## config.mk

```make
export PLATFORM = sky130hd
export DESIGN_NAME = tcse_ctrl
export DESIGN_NICKNAME = d
export VERILOG_FILES = /design/src/rtl/tcse_pkg.sv /design/src/rtl/tcse_ctrl.sv
export SDC_FILE = /design/constraint.sdc
export NUM_CORES = 1
export LEC_CHECK = 0
export BUFFER_PORTS_ARGS = -buffer_cell sky130_fd_sc_hd__buf_4
export CORE_MARGIN = 2
export CORE_UTILIZATION = 35
export CTS_CLUSTER_DIAMETER = 60
export CTS_CLUSTER_SIZE = 20
export DETAILED_ROUTE_END_ITERATION = 8
export PLACE_DENSITY = 0.67
export REMOVE_ABC_BUFFERS = 1
export SYNTH_ARGS = -nofsm -noshare
export SYNTH_HDL_FRONTEND = slang
export SYNTH_SLANG_ARGS = --single-unit
```

## constraint.sdc

```tcl
create_clock -name clock -period 3.1 [get_ports clock]
set_input_delay 0.31 -clock clock [delete_from_list [all_inputs] [get_ports clock]]
set_output_delay 0.31 -clock clock [all_outputs]
set_load 0.01 [all_outputs]
```

## src/rtl/tcse_pkg.sv

```systemverilog
// Shared types and constants for the text console scrollback engine.
// No dependencies.
package tcse_pkg;

   localparam logic [7:0] CH_NEWLINE   = 8'h0A;
   localparam logic [7:0] CH_RETURN    = 8'h0D;
   localparam logic [7:0] CH_BACKSPACE = 8'h08;
   localparam logic [7:0] CH_SPACE     = 8'h20;

   localparam logic [7:0] COLS_RESET = 8'd80;
   localparam logic [6:0] ROWS_RESET = 7'd25;

   typedef enum logic [1:0] {
      CMD_PUT   = 2'd0,
      CMD_VIEW  = 2'd1,
      CMD_CLEAR = 2'd2,
      CMD_READ  = 2'd3
   } cmd_code_type;

   typedef enum logic [0:0] {
      REG_COLUMNS = 1'b0,
      REG_ROWS    = 1'b1
   } reg_index_type;

   typedef enum logic [1:0] {
      SRC_SPACE  = 2'd0,
      SRC_HIST   = 2'd1,
      SRC_SCREEN = 2'd2
   } src_type;

   typedef struct packed {
      logic load;
      logic exec;
      logic fill;
      logic save;
      logic move;
      logic emit;
   } tcse_cmd_type;

   typedef struct packed {
      logic is_put;
      logic fill_needed;
      logic fill_last;
      logic line_over;
      logic save_last;
      logic move_last;
      logic out_free;
   } tcse_stat_type;

endpackage

```

## src/rtl/tcse_ctrl.sv

```systemverilog
// Controller state machine for the console engine.
// Depends on tcse_pkg (command and status structs).
module tcse_ctrl import tcse_pkg::*; (
   input  logic          clock,
   input  logic          reset,
   input  logic          req_tvalid,
   output logic          req_tready,
   input  tcse_stat_type stat,
   output tcse_cmd_type  cmd
);

   typedef enum logic [6:0] {
      ST_IDLE  = 7'b0000001,
      ST_EXEC  = 7'b0000010,
      ST_FILL  = 7'b0000100,
      ST_CHECK = 7'b0001000,
      ST_SAVE  = 7'b0010000,
      ST_MOVE  = 7'b0100000,
      ST_DONE  = 7'b1000000
   } state_type;

   state_type state_ff, state_in;

   always_ff @(posedge clock) begin
      if (reset) begin
         state_ff <= ST_IDLE;
      end else begin
         state_ff <= state_in;
      end
   end

   always_comb begin
      state_in = state_ff;
      cmd      = '0;
      unique case (state_ff)
         ST_IDLE: begin
            cmd.load = req_tvalid;
            if (req_tvalid) state_in = ST_EXEC;
         end
         ST_EXEC: begin
            cmd.exec = 1'b1;
            if (!stat.is_put) state_in = ST_DONE;
            else if (stat.fill_needed) state_in = ST_FILL;
            else state_in = ST_CHECK;
         end
         ST_FILL: begin
            cmd.fill = 1'b1;
            if (stat.fill_last) state_in = ST_CHECK;
         end
         ST_CHECK: begin
            state_in = stat.line_over ? ST_SAVE : ST_DONE;
         end
         ST_SAVE: begin
            cmd.save = 1'b1;
            if (stat.save_last) state_in = ST_MOVE;
         end
         ST_MOVE: begin
            cmd.move = 1'b1;
            if (stat.move_last) state_in = ST_CHECK;
         end
         ST_DONE: begin
            cmd.emit = stat.out_free;
            if (stat.out_free) state_in = ST_IDLE;
         end
         default: state_in = ST_IDLE;
      endcase
   end

   assign req_tready = (state_ff == ST_IDLE);

   a_accept_exec: assert property (@(posedge clock) disable iff (reset)
      (req_tvalid && req_tready) |=> (state_ff == ST_EXEC))
      else $error("accepted transaction did not start execution");

   a_emit_idle: assert property (@(posedge clock) disable iff (reset)
      cmd.emit |=> (state_ff == ST_IDLE))
      else $error("no return to idle after result");

   a_fill_entry: assert property (@(posedge clock) disable iff (reset)
      (state_ff == ST_FILL) |-> ($past(state_ff) == ST_EXEC || $past(state_ff) == ST_FILL))
      else $error("row fill entered from wrong state");

endmodule

```

Word level (Yosys, flattened, before mapping)
Index checks and enable logic that the tools add are counted.
{"block": "totals", "regBits": 7, "input_bits": 10, "out_inout_bits": 7, "word_cells": 29}
{"block": "op_classes", "eq_ne": 12, "muxes": 15, "reduce_logical": 1}
{"op": "2-to-1 mux 7 bit", "n": 7}
{"op": "case mux 7 bit (7 select lines)", "n": 1}
{"op": "!= test 2 bit, second input constant", "n": 5}
{"op": "== test 7 x 1 -> 1 bit, second input constant", "n": 1}
{"op": "== test 7 x 2 -> 1 bit, second input constant", "n": 1}
{"op": "== test 7 x 3 -> 1 bit, second input constant", "n": 1}
{"op": "== test 7 x 4 -> 1 bit, second input constant", "n": 1}
{"op": "== test 7 x 5 -> 1 bit, second input constant", "n": 1}
{"op": "== test 7 x 6 -> 1 bit, second input constant", "n": 1}
{"op": "== test 7 bit, second input constant", "n": 1}
{"op": "2-to-1 mux 1 bit", "n": 6}
{"op": "AND reduction 5 bit", "n": 1}
{"op": "2-to-1 mux 4 bit", "n": 1}

Longest topological paths before layout
Gate-level depths: netlist (run 1).
{"block": "depth", "ltp_word": 3, "ltp_mapped": 6, "mapped_depth_nobuf": 5}

Least setup slack after synthesis (run 1)
OpenSTA, ideal clock, no wires.
{"block": "synth_path", "path_kind": "register to output", "startpoint": "reg state_ff[0]", "endpoint": "out cmd[2] in the netlist's numbering", "t_arrival_ns": 1.159, "required_time_ns": 2.790, "path_slack_ns": 1.631, "path_stages_with_launch": 4, "n_path_buf": 0, "path_cell_list": "dfxtp_1 nor4_1 nand2b_1 nor3b_1"}
{"element": "from (decl)", "line_no": "tcse_ctrl.sv:22", "rtl": "state_type state_ff, state_in;"}
{"element": "from (signal assigned)", "line_no": "tcse_ctrl.sv:28", "rtl": "state_ff <= state_in;"}
{"element": "to (decl)", "line_no": "tcse_ctrl.sv:9", "rtl": "output tcse_cmd_type cmd"}

==> flow_summary.toml, run 1 <==
[floorplanning]
die_h_um = 41.4
dieArea_mm2 = 0.00172
initial_core_util_pct = 37.7
io_pins = 17
row_count = 13
die_w_um = 41.4
core_area_mm2 = 0.00130

[timing]
fin_worst_skew_ns = 0.00687
slew_violations = 0
fmax_ghz = 0.535
finalSetupTns_ns = 0
period_share_pct = 60.3
rsz0062_at_grt = "no"
setup_viol_count_final = 0
worst_slack_ns = 1.23
relSlewSlack_pct = 67.9
min_period_ns = 1.87
worst_pin_slew_ns = 0.475
hold_viol = 0

[worst_setup_path]
crit_arrival_ns = 1.56
cpPeakStageDelay_ns = 0.41
crit_buf_inv = 1
reg2regPathDepth = 4
cp_top_family = "simple AND/OR/NAND/NOR gates"
cp_num_cells = 4
crit_chain = "nor4_1 > nand2b_1 > nor3b_1 > buf_4"
slowest_stage = "nor4_1"
path_class = "register to output port"
cp_max_fo = 4
critPathRequiredTime_ns = 2.79
start_kind = "register"
worst_setup_path_end_kind = "output port"

[place]
dp.cells = 87
dp_hpwl_um = 864
place.gp.congestion = 0.855
placed_area_um2 = 608
port_buffers = 16
dp_slack_ns = 1.50

[global_route]
grt.total_usage_pct = 13.9
grt_pass1_vias = 462
antenna_found_initial = 0
grt_overflow = 0
grt_pass1_wl_mm = 1.87
grt_max_degree = 15

[power_and_ir_drop]
p_sw_share_pct = 25.4
switchingPower_mw = 0.0566
p_per_area_mw_per_mm2 = 351
power_leakage_nw = 0.269
irDropWorstVdd_mv = 0.253
p_int_mw = 0.166
power_frac_seq_pct = 43.1
finalPower_mw = 0.223
combPwrFrac_pct = 19.7
p_clk_share_pct = 37.2

[outcome]
status = "complete, no violations"

[clock_tree]
cts.sinks = 7
numCtsBuffers = 3
cts_tree = "done"
clkTransAtPathRegs_ns = 0.06
cts_resized = 0
htree_num_levels = 1
cts.path.max_buffers = 2
hold_buffers = 0
cts-root-buf = "clkbuf_4"
post_cts_buffers = 0
clk_latency_ns = 0.25

[detailed_routing]
via_per_inst = 5.41
first_pass_iters = 3
vias = 492
avgRoutedWirePerCell_um = 11.9
dr.first_iter.drc_count = 6
finalWirelength_mm = 1.08
drc_errors = 0
detail-route-antenna-nets = 0

[yosys]
synth.distinct_cells = 34
postSynthAreaPerCell_um2 = 8.31
syn_area_um2 = 490
synth-seq-cells = 7
yosysSeqAreaShare_pct = 28.6
ys_warn_count = 0
syn_inst = 59

[cells_and_area]
largest_register_ffs = 7
n_antenna_cell = 0
nNetsFinal = 87
register_area_um2 = 140
finalInstanceArea_um2 = 634
top_regs = "state_ff x7"
stdcell_count = 91
area_growth_pct = 29.3
fill_cells = 136
multi_input_area_um2 = 314
top_register = "state_ff"
drive_gt1_share_pct = 35.5

[job]
max_cap_violations = 0

[min_path]
min_path_type = "input port to register"
whs_path_depth = 2
path summary, 6_finish.rpt:
check,start,endpoint,slack [ns]
setup / recovery,state_ff[2]$_SDFFE_PP0P_,cmd[2],1.23
hold / removal,reset,state_ff[4]$_SDFFE_PP0P_,0.27
setup reg to reg,state_ff[4]$_SDFFE_PP0P_,state_ff[3]$_SDFFE_PP0P_,1.63
hold reg to reg,state_ff[6]$_SDFFE_PP0P_,state_ff[6]$_SDFFE_PP0P_,0.61
worst reg2reg max path: stages (launching register included):
cell      delay [ns]
dfxtp_1         0.44
nor4b_1         0.48
and2_2          0.24
a21oi_1         0.08
nor4bb_1        0.12
metal layers:
layer	up-vias	global-route usage [%]	part of all wire [%]
li1	255	-	-
met1	228	17.8	47
met2	9	22.8	48
met3	0	3.91	4.3
met4	0	3.87	0
met5	-	0	0
logic make-up (layout without fill, tap and decap cells):
family,count (synthesis),after routing,share of synthesized area [%]
flip-flops,7,7,28.6
AND/OR/NAND/NOR,32,32,44.9
buffers and inverters,7,24,7.40
XOR/XNOR,2,2,3.57
AO/OA/AOI/OAI,11,11,15.6
cells in the mapped netlist:
library cell / count / area (µm²)
o21ai_0: 1 / 5.00
and4b_1: 1 / 10.0
buf_6: 1 / 11.3
nor4bb_1: 1 / 10.0
and3_2: 1 / 7.51
nor2b_1: 2 / 12.5
nand4_1: 1 / 6.26
nand2_1: 2 / 7.51
and2_2: 1 / 7.51
or3b_1: 1 / 8.76
o31ai_1: 1 / 7.51
a221oi_1: 1 / 8.76
dfxtp_1: 7 / 140
a21oi_2: 1 / 8.76
clkinv_1: 1 / 3.75
nor2_1: 6 / 22.5
nor4b_1: 4 / 35.0
and4_1: 1 / 8.76
nor3_1: 1 / 5.00
o31a_1: 1 / 8.76
a21oi_1: 4 / 20.0
nand2b_1: 1 / 6.26
buf_2: 2 / 10.0
nand3_1: 2 / 10.0
a31oi_1: 1 / 6.26
nor4_1: 1 / 6.26
nor2b_2: 1 / 8.76
xor2_1: 2 / 17.5
nor3_4: 1 / 16.3
or2_2: 1 / 6.26
nor3b_1: 2 / 15.0
inv_1: 3 / 11.3
nand3_2: 1 / 10.0
o32a_2: 1 / 11.3
layout by cell type (no fill, tap or decap), types with 2 or more instances in the layout:
cell | synthesis | layout
nand2_1 | 2 | 2
dfxtp_1 | 7 | 7
xor2_1 | 2 | 2
buf_4 | 0 | 16
nor2_1 | 6 | 6
clkbuf_4 | 0 | 3
nor3b_1 | 2 | 2
nand3_1 | 2 | 2
nor4b_1 | 4 | 4
nor2b_1 | 2 | 2
inv_1 | 3 | 3
a21oi_1 | 4 | 4
through the flow:
step | hold WS [ns] | util, %
4_1_cts | 0.264 | 48.8
2_1_floorplan | 0.372 | -
3_3_place_gp | 0.529 | 46.7
6_report | 0.270 | 48.8
3_5_place_dp | 0.525 | 46.7
5_1_grt | 0.281 | 48.8
power by group through the flow:
stage	Combinational [mW]	Sequential [mW]	Clock (mW)
2_1_floorplan	0.0234	0.0974	0
3_3_place_gp	0.0435	0.0979	0
3_5_place_dp	0.0441	0.0979	0
4_1_cts	0.0441	0.0960	0.0853
5_1_grt	0.0492	0.0966	0.0899
6_report	0.0440	0.0960	0.0830
cell type report:
cell class	count	area share (%)
clock buffers	4	4.14
inverters	4	2.37
flip-flops and latches	7	22.1
multi-input cells	45	49.5
repair buffers	16	18.9
well taps	15	2.96
Power figures use the tool's default switching activity.
==> inputs of run 2 (changes only) <==
--- a/config.mk
+++ b/config.mk
@@ -11,7 +11,7 @@
 export CTS_CLUSTER_DIAMETER = 60
 export CTS_CLUSTER_SIZE = 20
 export DETAILED_ROUTE_END_ITERATION = 8
-export PLACE_DENSITY = 0.67
+export PLACE_DENSITY = 0.7
 export REMOVE_ABC_BUFFERS = 1
 export SYNTH_ARGS = -nofsm -noshare
 export SYNTH_HDL_FRONTEND = slang
==> constraint.sdc (replaced) <==
create_clock -name clock -period 1.7 [get_ports clock]
set_input_delay 0.17 -clock clock [delete_from_list [all_inputs] [get_ports clock]]
set_output_delay 0.17 -clock clock [all_outputs]
set_load 0.01 [all_outputs]
==> flow_summary.toml, run 2 (same netlist as run 1, synthesis figures left out) <==
[worst_setup_path]
path_class = "register to output port"
rr_endpoint = "state_ff[4]$_SDFFE_PP0P_"
reg2regPathDepth = 4
critPathRequiredTime_ns = 1.53
start_kind = "register"
crit_arrival_ns = 1.48
startpoint = "state_ff[3]$_SDFFE_PP0P_"
setup.worst_path.end = "cmd[1]"
cp_num_cells = 4
cp_top_family = "simple AND/OR/NAND/NOR gates"
crit_buf_inv = 1
cp_max_fo = 6
worst_setup_path_end_kind = "output port"
rrSetupSlack_ns = 0.27
r2r_start = "state_ff[5]$_SDFFE_PP0P_"
slowest_stage = "dfxtp_2"
cpPeakStageDelay_ns = 0.37
crit_chain = "nor4_4 > nand2b_1 > nor3b_2 > buf_4"

[detailed_routing]
finalWirelength_mm = 1.15
drc_errors = 0
avgRoutedWirePerCell_um = 12.5
via_per_inst = 5.40
dr.first_iter.drc_count = 7
vias = 497
detail-route-antenna-nets = 0
first_pass_iters = 4

[clock_tree]
cts-root-buf = "clkbuf_4"
cts_tree = "done"
clkTransAtPathRegs_ns = 0.06
cts.sinks = 7
cts.path.max_buffers = 2
htree_num_levels = 1
clk_latency_ns = 0.26
numCtsBuffers = 3
hold_buffers = 0
post_cts_buffers = 0

[power_and_ir_drop]
p_int_mw = 0.309
p_sw_share_pct = 27.1
power_leakage_nw = 0.282
switchingPower_mw = 0.115
finalPower_mw = 0.424
power_frac_seq_pct = 42.1
p_per_area_mw_per_mm2 = 629
irDropWorstVdd_mv = 0.397
p_clk_share_pct = 37.3
combPwrFrac_pct = 20.6

[cells_and_area]
area_growth_pct = 37.5
most-common-layout-cells = "buf_4 (17), nor2_1 (6), dfxtp_1 (6), a21oi_1 (4)"
register_area_um2 = 141
top_regs = "state_ff x7"
multi_input_area_um2 = 345
top_register = "state_ff"
final_core_util_pct = 51.8
drive_gt1_share_pct = 42.9
n_antenna_cell = 0
nNetsFinal = 88
largest_register_ffs = 7
final_common_cell = "buf_4"
fill_cells = 134

[global_route]
grt_overflow = 0
use_met2_pct = 19.1
antenna_found_initial = 0
grt_busiest_layer = "met2"
grt_pass1_vias = 431
grt_pass1_wl_mm = 1.74
grt.total_usage_pct = 13.2
met1_usage_pct = 17.0
grt_max_degree = 11
global_route.usage.met3_pct = 3.04

[outcome]
status = "complete, no violations"

[timing]
worst_pin_slew_ns = 0.388
fin_worst_skew_ns = 0.00545
setup_viol_count_final = 0
fin_worst_hold_slack_ns = 0.123
slew_violations = 0
relSlewSlack_pct = 74.1
min_period_ns = 1.65
rsz0062_at_grt = "yes"
period_share_pct = 96.9
fmax_ghz = 0.607
hold_viol = 0

[floorplanning]
dieArea_mm2 = 0.00172
core_area_mm2 = 0.00130
row_count = 13
initial_core_util_pct = 37.7
io_pins = 17
die_w_um = 41.4
die_h_um = 41.4

[place]
dp_hpwl_um = 826
place.gp.congestion = 0.873
port_buffers = 16

[min_path]
min_path_type = "input port to register"

[job]
max_cap_violations = 0
[run 2: metrics by stage]
step / worst slack [ns] / cell area (µm²) / instances / setup TNS, ns
after floorplan: 0.371 / 469 / 56 / 0
after global placement: 0.244 / 616 / 88 / 0
after detailed placement: 0.234 / 616 / 88 / 0
after CTS: 0.0423 / 648 / 92 / 0
after global routing: -0.00913 / 674 / 92 / -0.00913
final: 0.0522 / 674 / 92 / 0
[run 2: final cells by class]
class	count	area share (%)
Timing Repair Buffer	17	18.9
Inverter	4	2.23
Sequential cell	7	21.0
Multi-Input combinational cell	45	51.2
Tap cell	15	2.78
Clock buffer	4	3.90
[run 2: how the worst min path moves through the flow]
stage / from / to / cells past startpoint
global route: reset / state_ff[4]$_SDFFE_PP0P_ / 2
global placement: reset / state_ff[4]$_SDFFE_PP0P_ / 2
finish: reset / state_ff[4]$_SDFFE_PP0P_ / 2
floorplan: reset / state_ff[4]$_SDFFE_PP0P_ / 1
detailed placement: reset / state_ff[4]$_SDFFE_PP0P_ / 2
CTS: reset / state_ff[4]$_SDFFE_PP0P_ / 2
[run 2: power groups by stage]
stage / logic, mW / registers, mW / clock network (mW)
4_1_cts: 0.0821 / 0.176 / 0.160
2_1_floorplan: 0.0427 / 0.178 / 0
3_3_place_gp: 0.0789 / 0.178 / 0
5_1_grt: 0.0945 / 0.180 / 0.172
6_report: 0.0873 / 0.179 / 0.158
3_5_place_dp: 0.0793 / 0.179 / 0
[run 2: what timing repair did]
item | CTS | global route
pin swaps | 0 | 1
resized for setup | 1 | 5
setup endpoints to repair | 2 | 4
gates cloned | 0 | 0
[run 2: per-layer routing]
| metal | routed length [µm] | share of wire, % | vias to the layer above |
|---|---|---|---|
| li1 | - | - | 252 |
| met1 | 531 | 46 | 234 |
| met2 | 582 | 50 | 11 |
| met3 | 40 | 3.5 | 0 |
| met4 | 0 | 0 | 0 |
| met5 | 0 | 0 | - |
==> inputs of run 3 (changes only) <==
--- a/config.mk
+++ b/config.mk
@@ -6,13 +6,14 @@
 export NUM_CORES = 1
 export LEC_CHECK = 0
 export BUFFER_PORTS_ARGS = -buffer_cell sky130_fd_sc_hd__buf_4
-export CORE_MARGIN = 2
 export CORE_UTILIZATION = 35
 export CTS_CLUSTER_DIAMETER = 60
 export CTS_CLUSTER_SIZE = 20
 export DETAILED_ROUTE_END_ITERATION = 8
+export MAX_ROUTING_LAYER = met4
 export PLACE_DENSITY = 0.7
 export REMOVE_ABC_BUFFERS = 1
+export SETUP_SLACK_MARGIN = 0.02
 export SYNTH_ARGS = -nofsm -noshare
 export SYNTH_HDL_FRONTEND = slang
 export SYNTH_SLANG_ARGS = --single-unit
==> flow_summary.toml, run 3 (same netlist as run 1, synthesis figures left out) <==
[detailed_routing]
dr.first_iter.drc_count = 5
avgRoutedWirePerCell_um = 12.0
via_per_inst = 5.45
first_pass_iters = 4
finalWirelength_mm = 1.09
drc_errors = 0
detail-route-antenna-nets = 0
vias = 496

[worst_setup_path]
cp_max_fo = 4
crit_arrival_ns = 1.43
start_kind = "register"
critPathRequiredTime_ns = 1.53
path_class = "register to output port"
worst_setup_path_end_kind = "output port"

[clock_tree]
cts.sinks = 7
htree_num_levels = 1
clkTransAtPathRegs_ns = 0.05
clk_latency_ns = 0.26
cts_tree = "done"
hold_buffers = 0
post_cts_buffers = 0
cts-root-buf = "clkbuf_4"
numCtsBuffers = 3
cts.path.max_buffers = 2

[outcome]
status = "complete, no violations"

[power_and_ir_drop]
power_leakage_nw = 0.276
irDropWorstVdd_mv = 0.329
p_clk_share_pct = 37.0
switchingPower_mw = 0.112
p_sw_share_pct = 26.7
combPwrFrac_pct = 20.7
power_frac_seq_pct = 42.3
p_int_mw = 0.309
p_per_area_mw_per_mm2 = 634

[cells_and_area]
top_regs = "state_ff x7"
final_common_cell = "buf_4"
fill_cells = 136
most-common-layout-cells = "buf_4 (16), dfxtp_1 (7), nor2_1 (6), a21oi_1 (4)"
nNetsFinal = 87
top_register = "state_ff"
area_growth_pct = 35.7
drive_gt1_share_pct = 40.8
largest_register_ffs = 7
finalInstanceArea_um2 = 666
stdcell_count = 91
final_core_util_pct = 51.2
n_antenna_cell = 0

[place]
port_buffers = 16
dp_hpwl_um = 803
place.gp.congestion = 0.859
dp.cells = 87
placed_area_um2 = 608

[global_route]
antenna_found_initial = 0
grt.total_usage_pct = 16.8
grt_max_degree = 15
grt_pass1_wl_mm = 1.66
grt_pass1_vias = 395
grt_overflow = 0

[timing]
min_period_ns = 1.60
fmax_ghz = 0.627
rsz0062_at_grt = "yes"
period_share_pct = 93.9
fin_worst_hold_slack_ns = 0.124
hold_viol = 0
relSlewSlack_pct = 68.7
slew_violations = 0
finalSetupTns_ns = 0
worst_pin_slew_ns = 0.469
setup_viol_count_final = 0
fin_worst_skew_ns = 0.00213

[min_path]
min_path_type = "input port to register"

[floorplanning]
die_h_um = 39.4
dieArea_mm2 = 0.00156
initial_core_util_pct = 37.7
io_pins = 17
row_count = 13
core_area_mm2 = 0.00130
die_w_um = 39.4

[job]
max_cap_violations = 0
run 3: layout make-up:
type	count	area [µm²]	share of cell area (%)
inverter	4	15.0	2.26
sequential	7	140	21.1
multi-input combinational	45	345	51.9
clock buffer	4	26.3	3.95
timing repair buffer	16	120	18.0
tap	15	18.8	2.82
run 3: per-stage QoR:
step                      setup slack, ns  power [mW]
after floorplan                     0.371       0.220
after global placement              0.237       0.257
after detailed placement            0.171       0.259
after CTS                          0.0250       0.418
after global routing              0.00954       0.445
final                               0.104       0.422
run 3: repair_timing:
| item | 4_1_cts | 5_1_grt |
|---|---|---|
| gates resized for setup | 1 | 4 |
| hold endpoints to repair | 0 | 0 |
| endpoints found under the setup margin | 2 | 4 |
| gates cloned | 0 | 0 |
run 3: worst paths after layout:
check	start	end	slack [ns]	depth (start not counted)
setup / recovery	state_ff[0]$_SDFFE_PP1P_	cmd[1]	0.10	4
hold / removal	reset	state_ff[4]$_SDFFE_PP0P_	0.12	2
setup reg to reg	state_ff[4]$_SDFFE_PP0P_	state_ff[0]$_SDFFE_PP1P_	0.22	4
hold reg to reg	state_ff[6]$_SDFFE_PP0P_	state_ff[6]$_SDFFE_PP0P_	0.62	2
run 3: per-layer routing:
| layer | track usage (%) | up-vias | share of wire [%] |
|---|---|---|---|
| met5 | - | - | 0 |
| met4 | 10.3 | 0 | 1.3 |
| met3 | 3.41 | 2 | 6.5 |
| met2 | 24.6 | 15 | 47 |
| met1 | 21.0 | 228 | 45 |
| li1 | - | 251 | - |
run 3: worst max-delay path, stage by stage, from the launching register on:
cell and delay, ns:
dfxtp_1 0.35, nor4_4 0.33, nand2b_1 0.16, nor3b_2 0.19
buf_4 0.14
run 3: power by group through the flow:
stage / Clock [mW] / Combinational, mW / Sequential (mW)
2_1_floorplan: 0 / 0.0427 / 0.178
3_3_place_gp: 0 / 0.0790 / 0.178
6_report: 0.156 / 0.0873 / 0.178
4_1_cts: 0.160 / 0.0817 / 0.176
3_5_place_dp: 0 / 0.0800 / 0.179
5_1_grt: 0.171 / 0.0952 / 0.179
